`config.mk`:
```
export PLATFORM = sky130hd
export DESIGN_NAME = morse_stream_decoder_unit
export DESIGN_NICKNAME = d
export VERILOG_FILES = /design/src/design/msd_pkg.sv /design/src/design/msd_input_reg.sv /design/src/design/msd_decode_core.sv /design/src/design/msd_output_reg.sv /design/src/design/morse_stream_decoder_unit.sv
export SDC_FILE = /design/constraint.sdc
export NUM_CORES = 1
export LEC_CHECK = 0
export ABC_AREA = 1
export BUFFER_PORTS_ARGS = -buffer_cell sky130_fd_sc_hd__buf_2
export CAP_MARGIN = 20
export CORE_MARGIN = 2
export CORE_UTILIZATION = 35
export CTS_BUF_LIST = sky130_fd_sc_hd__clkbuf_4
export CTS_CLUSTER_SIZE = 10
export DETAILED_ROUTE_END_ITERATION = 7
export PLACE_DENSITY = 0.63
export SETUP_SLACK_MARGIN = 0.2
export SYNTH_ARGS = -nofsm -noshare
export SYNTH_HDL_FRONTEND = slang
export SYNTH_SLANG_ARGS = --single-unit
```
`constraint.sdc`:
```
create_clock -name clk -period 5.3 [get_ports clk]
set_input_delay 0.53 -clock clk [delete_from_list [all_inputs] [get_ports clk]]
set_output_delay 0.53 -clock clk [all_outputs]
set_load 0.05 [all_outputs]
```
`src/design/msd_pkg.sv`:
```
package msd_pkg;

  localparam int MaxMarks   = 5;
  localparam int MarksW     = MaxMarks;
  localparam int LenW       = $clog2(MaxMarks + 2);
  localparam int TableSize  = 36;
  localparam int RunW       = 4;
  localparam int GapW       = 4;
  localparam int CharW      = 7;

  localparam logic [7:0] CharSpace = 8'h20;
  localparam logic [7:0] CharDot   = 8'h2e;
  localparam logic [7:0] CharDash  = 8'h2d;
  localparam logic [RunW-1:0] RunMax   = {RunW{1'b1}};
  localparam logic [GapW-1:0] GapMin   = GapW'(2);
  localparam logic [GapW-1:0] GapReset = GapW'(3);
  localparam logic [CharW-1:0] WordSpace = 7'h20;

  typedef struct packed {
    logic [7:0] symbol_char;
    logic       end_of_message;
  } item_t;

  typedef struct packed {
    logic [CharW-1:0] decoded_char;
    logic             unknown_code;
  } res_t;

  typedef struct packed {
    logic             hit;
    logic [CharW-1:0] ch;
  } lookup_t;

  // code table: bit i set means mark i is a dash
  localparam logic [4:0] CodeBits [TableSize] = '{
    5'd2, 5'd1, 5'd5, 5'd1, 5'd0, 5'd4, 5'd3, 5'd0, 5'd0, 5'd14,
    5'd5, 5'd2, 5'd3, 5'd1, 5'd7, 5'd6, 5'd11, 5'd2, 5'd0, 5'd1,
    5'd4, 5'd8, 5'd6, 5'd9, 5'd13, 5'd3,
    5'd30, 5'd28, 5'd24, 5'd16, 5'd0, 5'd1, 5'd3, 5'd7, 5'd15, 5'd31
  };

  localparam logic [2:0] CodeLen [TableSize] = '{
    3'd2, 3'd4, 3'd4, 3'd3, 3'd1, 3'd4, 3'd3, 3'd4, 3'd2, 3'd4,
    3'd3, 3'd4, 3'd2, 3'd2, 3'd3, 3'd4, 3'd4, 3'd3, 3'd3, 3'd1,
    3'd3, 3'd4, 3'd3, 3'd4, 3'd4, 3'd4,
    3'd5, 3'd5, 3'd5, 3'd5, 3'd5, 3'd5, 3'd5, 3'd5, 3'd5, 3'd5
  };

  localparam logic [CharW-1:0] CodeChar [TableSize] = '{
    7'h41, 7'h42, 7'h43, 7'h44, 7'h45, 7'h46, 7'h47, 7'h48, 7'h49, 7'h4a,
    7'h4b, 7'h4c, 7'h4d, 7'h4e, 7'h4f, 7'h50, 7'h51, 7'h52, 7'h53, 7'h54,
    7'h55, 7'h56, 7'h57, 7'h58, 7'h59, 7'h5a,
    7'h31, 7'h32, 7'h33, 7'h34, 7'h35, 7'h36, 7'h37, 7'h38, 7'h39, 7'h30
  };

  function automatic lookup_t code_lookup(input logic [MarksW-1:0] marks,
                                          input logic [LenW-1:0]   len);
    lookup_t r;
    r.hit = 1'b0;
    r.ch  = '0;
    for (int i = 0; i < TableSize; i++) begin
      if (len == LenW'(CodeLen[i]) && marks == MarksW'(CodeBits[i])) begin
        r.hit = 1'b1;
        r.ch  = CodeChar[i];
      end
    end
    return r;
  endfunction

endpackage

```
`src/design/msd_input_reg.sv`:
```
module msd_input_reg
  import msd_pkg::*;
(
  input  logic  clk,
  input  logic  rst,
  input  logic  in_valid,
  output logic  in_stall,
  input  logic  [7:0] symbol_char,
  input  logic  end_of_message,
  input  logic  advance,
  output logic  item_valid,
  output item_t item
);

  assign in_stall = item_valid && !advance;

  always_ff @(posedge clk) begin
    if (rst) begin
      item_valid <= 1'b0;
    end else if (!in_stall) begin
      item_valid <= in_valid;
    end
  end

  always_ff @(posedge clk) begin
    if (in_valid && !in_stall) begin
      item.symbol_char    <= symbol_char;
      item.end_of_message <= end_of_message;
    end
  end

endmodule

```
`src/design/msd_decode_core.sv`:
```
module msd_decode_core
  import msd_pkg::*;
(
  input  logic            clk,
  input  logic            rst,
  input  logic            cfg_we,
  input  logic [GapW-1:0] cfg_wdata,
  input  logic            item_valid,
  input  item_t           item,
  input  logic            advance,
  output logic            res_valid,
  output res_t            res
);

  logic [GapW-1:0]   word_gap_spaces;
  logic [MarksW-1:0] marks, marks_next;
  logic [LenW-1:0]   len, len_next;
  logic              invalid, invalid_next;
  logic [RunW-1:0]   run, run_next;

  logic              fire;
  logic              is_space, is_dot, is_dash;
  logic [GapW-1:0]   gap;
  logic [MarksW-1:0] marks_upd;
  logic [LenW-1:0]   len_upd;
  logic              invalid_upd;
  logic              emit_code;
  lookup_t           hit;

  assign fire    = item_valid && advance;
  assign is_space = item.symbol_char == CharSpace;
  assign is_dot   = item.symbol_char == CharDot;
  assign is_dash  = item.symbol_char == CharDash;
  assign gap      = (word_gap_spaces < GapMin) ? GapMin : word_gap_spaces;
  assign hit      = code_lookup(marks_upd, len_upd);

  always_comb begin
    marks_upd   = marks;
    len_upd     = len;
    invalid_upd = invalid;
    run_next    = run;
    emit_code   = 1'b0;
    res_valid   = 1'b0;
    res.decoded_char = '0;
    res.unknown_code = 1'b0;

    if (!is_space) begin
      run_next = '0;
      if (len < LenW'(MaxMarks)) begin
        if (is_dash) begin
          marks_upd = marks | (MarksW'(1) << len);
        end else if (!is_dot) begin
          invalid_upd = 1'b1;
        end
        len_upd = len + LenW'(1);
      end else begin
        if (!is_dot && !is_dash) begin
          invalid_upd = 1'b1;
        end
        len_upd = LenW'(MaxMarks + 1);
      end
      emit_code = item.end_of_message;
    end else begin
      if (run != RunMax) begin
        run_next = run + RunW'(1);
      end
      if (len != '0) begin
        emit_code = 1'b1;
      end else if (GapW'(run) < gap && GapW'(run_next) >= gap) begin
        res_valid = fire;
        res.decoded_char = WordSpace;
      end
    end

    if (emit_code) begin
      res_valid = fire;
      if (!invalid_upd && len_upd <= LenW'(MaxMarks) && hit.hit) begin
        res.decoded_char = hit.ch;
      end else begin
        res.unknown_code = 1'b1;
      end
    end

    marks_next   = marks_upd;
    len_next     = len_upd;
    invalid_next = invalid_upd;
    // a closed pattern or the end of a message starts over
    if (emit_code || item.end_of_message) begin
      marks_next   = '0;
      len_next     = '0;
      invalid_next = 1'b0;
    end
    if (item.end_of_message) begin
      run_next = '0;
    end
  end

  always_ff @(posedge clk) begin
    if (rst) begin
      word_gap_spaces <= GapReset;
    end else if (cfg_we) begin
      word_gap_spaces <= cfg_wdata;
    end
  end

  always_ff @(posedge clk) begin
    if (rst) begin
      marks   <= '0;
      len     <= '0;
      invalid <= 1'b0;
      run     <= '0;
    end else if (fire) begin
      marks   <= marks_next;
      len     <= len_next;
      invalid <= invalid_next;
      run     <= run_next;
    end
  end

endmodule

```
`src/design/msd_output_reg.sv`:
```
module msd_output_reg
  import msd_pkg::*;
(
  input  logic             clk,
  input  logic             rst,
  input  logic             res_valid,
  input  res_t             res,
  output logic             advance,
  output logic             out_valid,
  input  logic             out_stall,
  output logic [CharW-1:0] decoded_char,
  output logic             unknown_code
);

  // the result register may take a new beat when it is empty or its current one leaves
  assign advance = !out_valid || !out_stall;

  always_ff @(posedge clk) begin
    if (rst) begin
      out_valid <= 1'b0;
    end else if (advance) begin
      out_valid <= res_valid;
    end
  end

  always_ff @(posedge clk) begin
    if (advance && res_valid) begin
      decoded_char <= res.decoded_char;
      unknown_code <= res.unknown_code;
    end
  end

endmodule

```
`src/design/morse_stream_decoder_unit.sv`:
```
// path: an accepted input beat is held in the input register, matched against the code
// table and captured by the result register, which drives the outputs; out_stall can hold it
// throughput: one input beat per cycle while out_stall is low, set by the combinational
// table match between the input register and the result register
// reset (rst, synchronous): clears the pattern and space run, empties both
// registers and sets the word gap length to 3
module morse_stream_decoder_unit
  import msd_pkg::*;
(
  input  logic             clk,
  input  logic             rst,
  input  logic             cfg_we,
  input  logic [GapW-1:0]  cfg_wdata,
  input  logic             in_valid,
  output logic             in_stall,
  input  logic [7:0]       symbol_char,
  input  logic             end_of_message,
  output logic             out_valid,
  input  logic             out_stall,
  output logic [CharW-1:0] decoded_char,
  output logic             unknown_code
);

  logic  advance;
  logic  item_valid;
  item_t item;
  logic  res_valid;
  res_t  res;

  msd_input_reg u_input (
    .clk            (clk),
    .rst            (rst),
    .in_valid       (in_valid),
    .in_stall       (in_stall),
    .symbol_char    (symbol_char),
    .end_of_message (end_of_message),
    .advance        (advance),
    .item_valid     (item_valid),
    .item           (item)
  );

  msd_decode_core u_core (
    .clk        (clk),
    .rst        (rst),
    .cfg_we     (cfg_we),
    .cfg_wdata  (cfg_wdata),
    .item_valid (item_valid),
    .item       (item),
    .advance    (advance),
    .res_valid  (res_valid),
    .res        (res)
  );

  msd_output_reg u_output (
    .clk          (clk),
    .rst          (rst),
    .res_valid    (res_valid),
    .res          (res),
    .advance      (advance),
    .out_valid    (out_valid),
    .out_stall    (out_stall),
    .decoded_char (decoded_char),
    .unknown_code (unknown_code)
  );

endmodule
```
==> reports/metrics.csv <==
metric;value;unit
tightestPinTransition;843.0;ps
fin_worst_hold_slack;345.9;ps
areaGrowthSynthToFinish;11.50;%
finalWirelength;5.902;mm
fin_crit_sh;0.5758;
ctsHoldBuffers;0;
power.density;197.2;nW/um^2
avgRoutedWirePerCell;11.71;um
dieArea;8168;um^2
fp.coreArea;7253;um^2
multiInputGateArea;1435;um^2
gp_congestion;1.016;
status;complete, no violations;
worstSetupStartpointType;flop;
clock-sinks;36;
layout_common_cells;80 x nand2_1, 64 x inv_1, 49 x nor2_1;
core.rowCount;31;
crit_path_top_delay_cell;a21oi_1;
final-hold-violation-count;0;
diodes;0;
vias;2433;
rsz0062_at_grt;no;
synth_edf_count;17;
setup_viol_count_final;0;
slew_viol_final;0;
crit_type;reg2reg;
drc;0;
p_leak;1.394;nW
async_flop_share;0;
cts_buffers;5;
hold_class;in2reg;
syn_avg_cell_area;7.020;um^2
cts_resized;0;
skew;10.72;ps
clockBufferDepth;2;
grt_use_total;0.1496;
drive_gt1_frac;0.1877;
grt_max_degree;15;
grt_overflow;0;
grt_pass1_vias;2304;
finalCoreUtilization;0.4014;
start_util;0.3600;
drt-initial-drc-count;144;
path_delay_family;compound AO/OA/AOI/OAI gates;
synth_nets;403;
ant_nets;0;
fin_crit;3052;ps
cts_tree;built;
netlist_area;2611;um^2
grt_pass1_wl;10.18;mm
placed_cells;496;
dp_hpwl;4.776;mm
drt_first_pass_iters;5;
root_buffer;clkbuf_4;
required;5580;ps
slowest_delay;680;ps
cts_max_level;2;
yosysWarnings;0;
critPathCaptureType;flop;
cts_setup_buffers;0;
yosysSeqAreaShare;0.3412;
worstSkewPairLatency;350;ps
final.fill_count;783;
r2r_setup_slack;2250;ps
final.setup.tns;0;ps
critPathArrivalTime;3330;ps
ys_types;35;
fmax;0.3277;GHz
nNetsFinal;435;
port_buffers;27;
maxCapViolCount;0;
ios;28;
total_power;0.5742;mW
cp_max_fo;9;
synth_cells;372;
ys_ff_latch;36;
clkTransAtPathRegs;120;ps
via_per_inst;4.827;
die_width;90.38;um
die_h;90.38;um
synth_flop_cell;dfxtp_1;
worstPathCellList;ha_1, nand2_1, inv_1, nand2_1, mux2_2, ha_1, a21boi_0, o21a_1, o21a_1, o211ai_1, a21oi_1, inv_1, a21oi_1;
worst_slew_margin_rel;0.4380;
final_common_cell;nand2_1;
antenna_found_initial;0;
path_buf_inv;2;
seqCellArea;890.9;um^2
finalNonFillerCells;504;
peakVddDrop;0.1127;mV
==> through the flow <==
step	instance area [um^2]	setup slack (ps)
after floorplan	2611	2635
after global placement	2855	2270
after CTS	2912	2213
final	2912	2248
after global routing	2912	1896
after detailed placement	2855	2252
==> path summary, 6_finish.rpt <==
path                                       from                  to  depth (start not counted)
worst max-delay path              u_core.run[0]  u_output.out_valid                         13
worst min-delay path             symbol_char[2]     u_input.item[3]                          1
worst max register to register    u_core.run[0]  u_output.out_valid                         13
worst min register to register  u_core.marks[0]     u_core.marks[0]                          2
==> flip-flops by register name (all words and copies together), names as in the netlist <==
register                flops
u_core.run                  4
u_output.unknown_code       1
u_output.decoded_char       7
u_core.invalid              1
u_input.item                9
u_core.len                  3
u_input.item_valid          1
u_core.marks                5
u_output.out_valid          1
u_core.word_gap_spaces      4
==> per-layer routing <==
layer	vias up	track usage	wire, um
li1	1268	-	-
met1	1061	0.1928	2756
met2	89	0.2531	2717
met3	15	0.02588	301
met4	0	0.05128	127
met5	-	0	0
==> synth_stat cells, types with 6 or more instances <==
| cell type | n | area [um^2] |
|---|---|---|
| nand2_1 | 80 | 300.3 |
| inv_1 | 64 | 240.2 |
| nor2_1 | 49 | 183.9 |
| nand3_1 | 25 | 125.1 |
| dfxtp_1 | 19 | 380.4 |
| a21oi_1 | 17 | 85.08 |
| edfxtp_1 | 17 | 510.5 |
| ha_1 | 13 | 162.7 |
| nand2_2 | 11 | 68.82 |
| o21ai_0 | 10 | 50.05 |
| inv_2 | 8 | 30.03 |
| nand4_1 | 8 | 50.05 |
| nor2_2 | 7 | 43.79 |
| nor3_1 | 6 | 30.03 |
==> kinds of logic after synthesis <==
family / after synthesis / share of synthesized area
AND/OR/NAND/NOR: 201 / 0.3704
buffers and inverters: 74 / 0.1092
AO/OA/AOI/OAI: 45 / 0.1059
flip-flops: 36 / 0.3412
adder cells (fa/ha/maj): 13 / 0.06229
XOR/XNOR: 2 / 0.006709
multiplexers: 1 / 0.004312
==> report_power, final <==
part	total, mW	switching [mW]	leakage, nW	internal [mW]
logic	0.116	0.0799	1.04	0.0365
registers	0.308	0.00609	0.318	0.301
clock network	0.150	0.0993	0.0349	0.0510
total	0.574	0.185	1.39	0.389
==> cell type report <==
| class | instances | share of cell area |
|---|---|---|
| clock buffer | 5 | 0.01289 |
| clock inverter | 3 | 0.006446 |
| inverter | 72 | 0.09282 |
| multi-input combinational | 262 | 0.4929 |
| sequential | 36 | 0.3060 |
| tap | 99 | 0.04254 |
| timing repair buffer | 27 | 0.04641 |
Power figures use the tool's default switching activity.
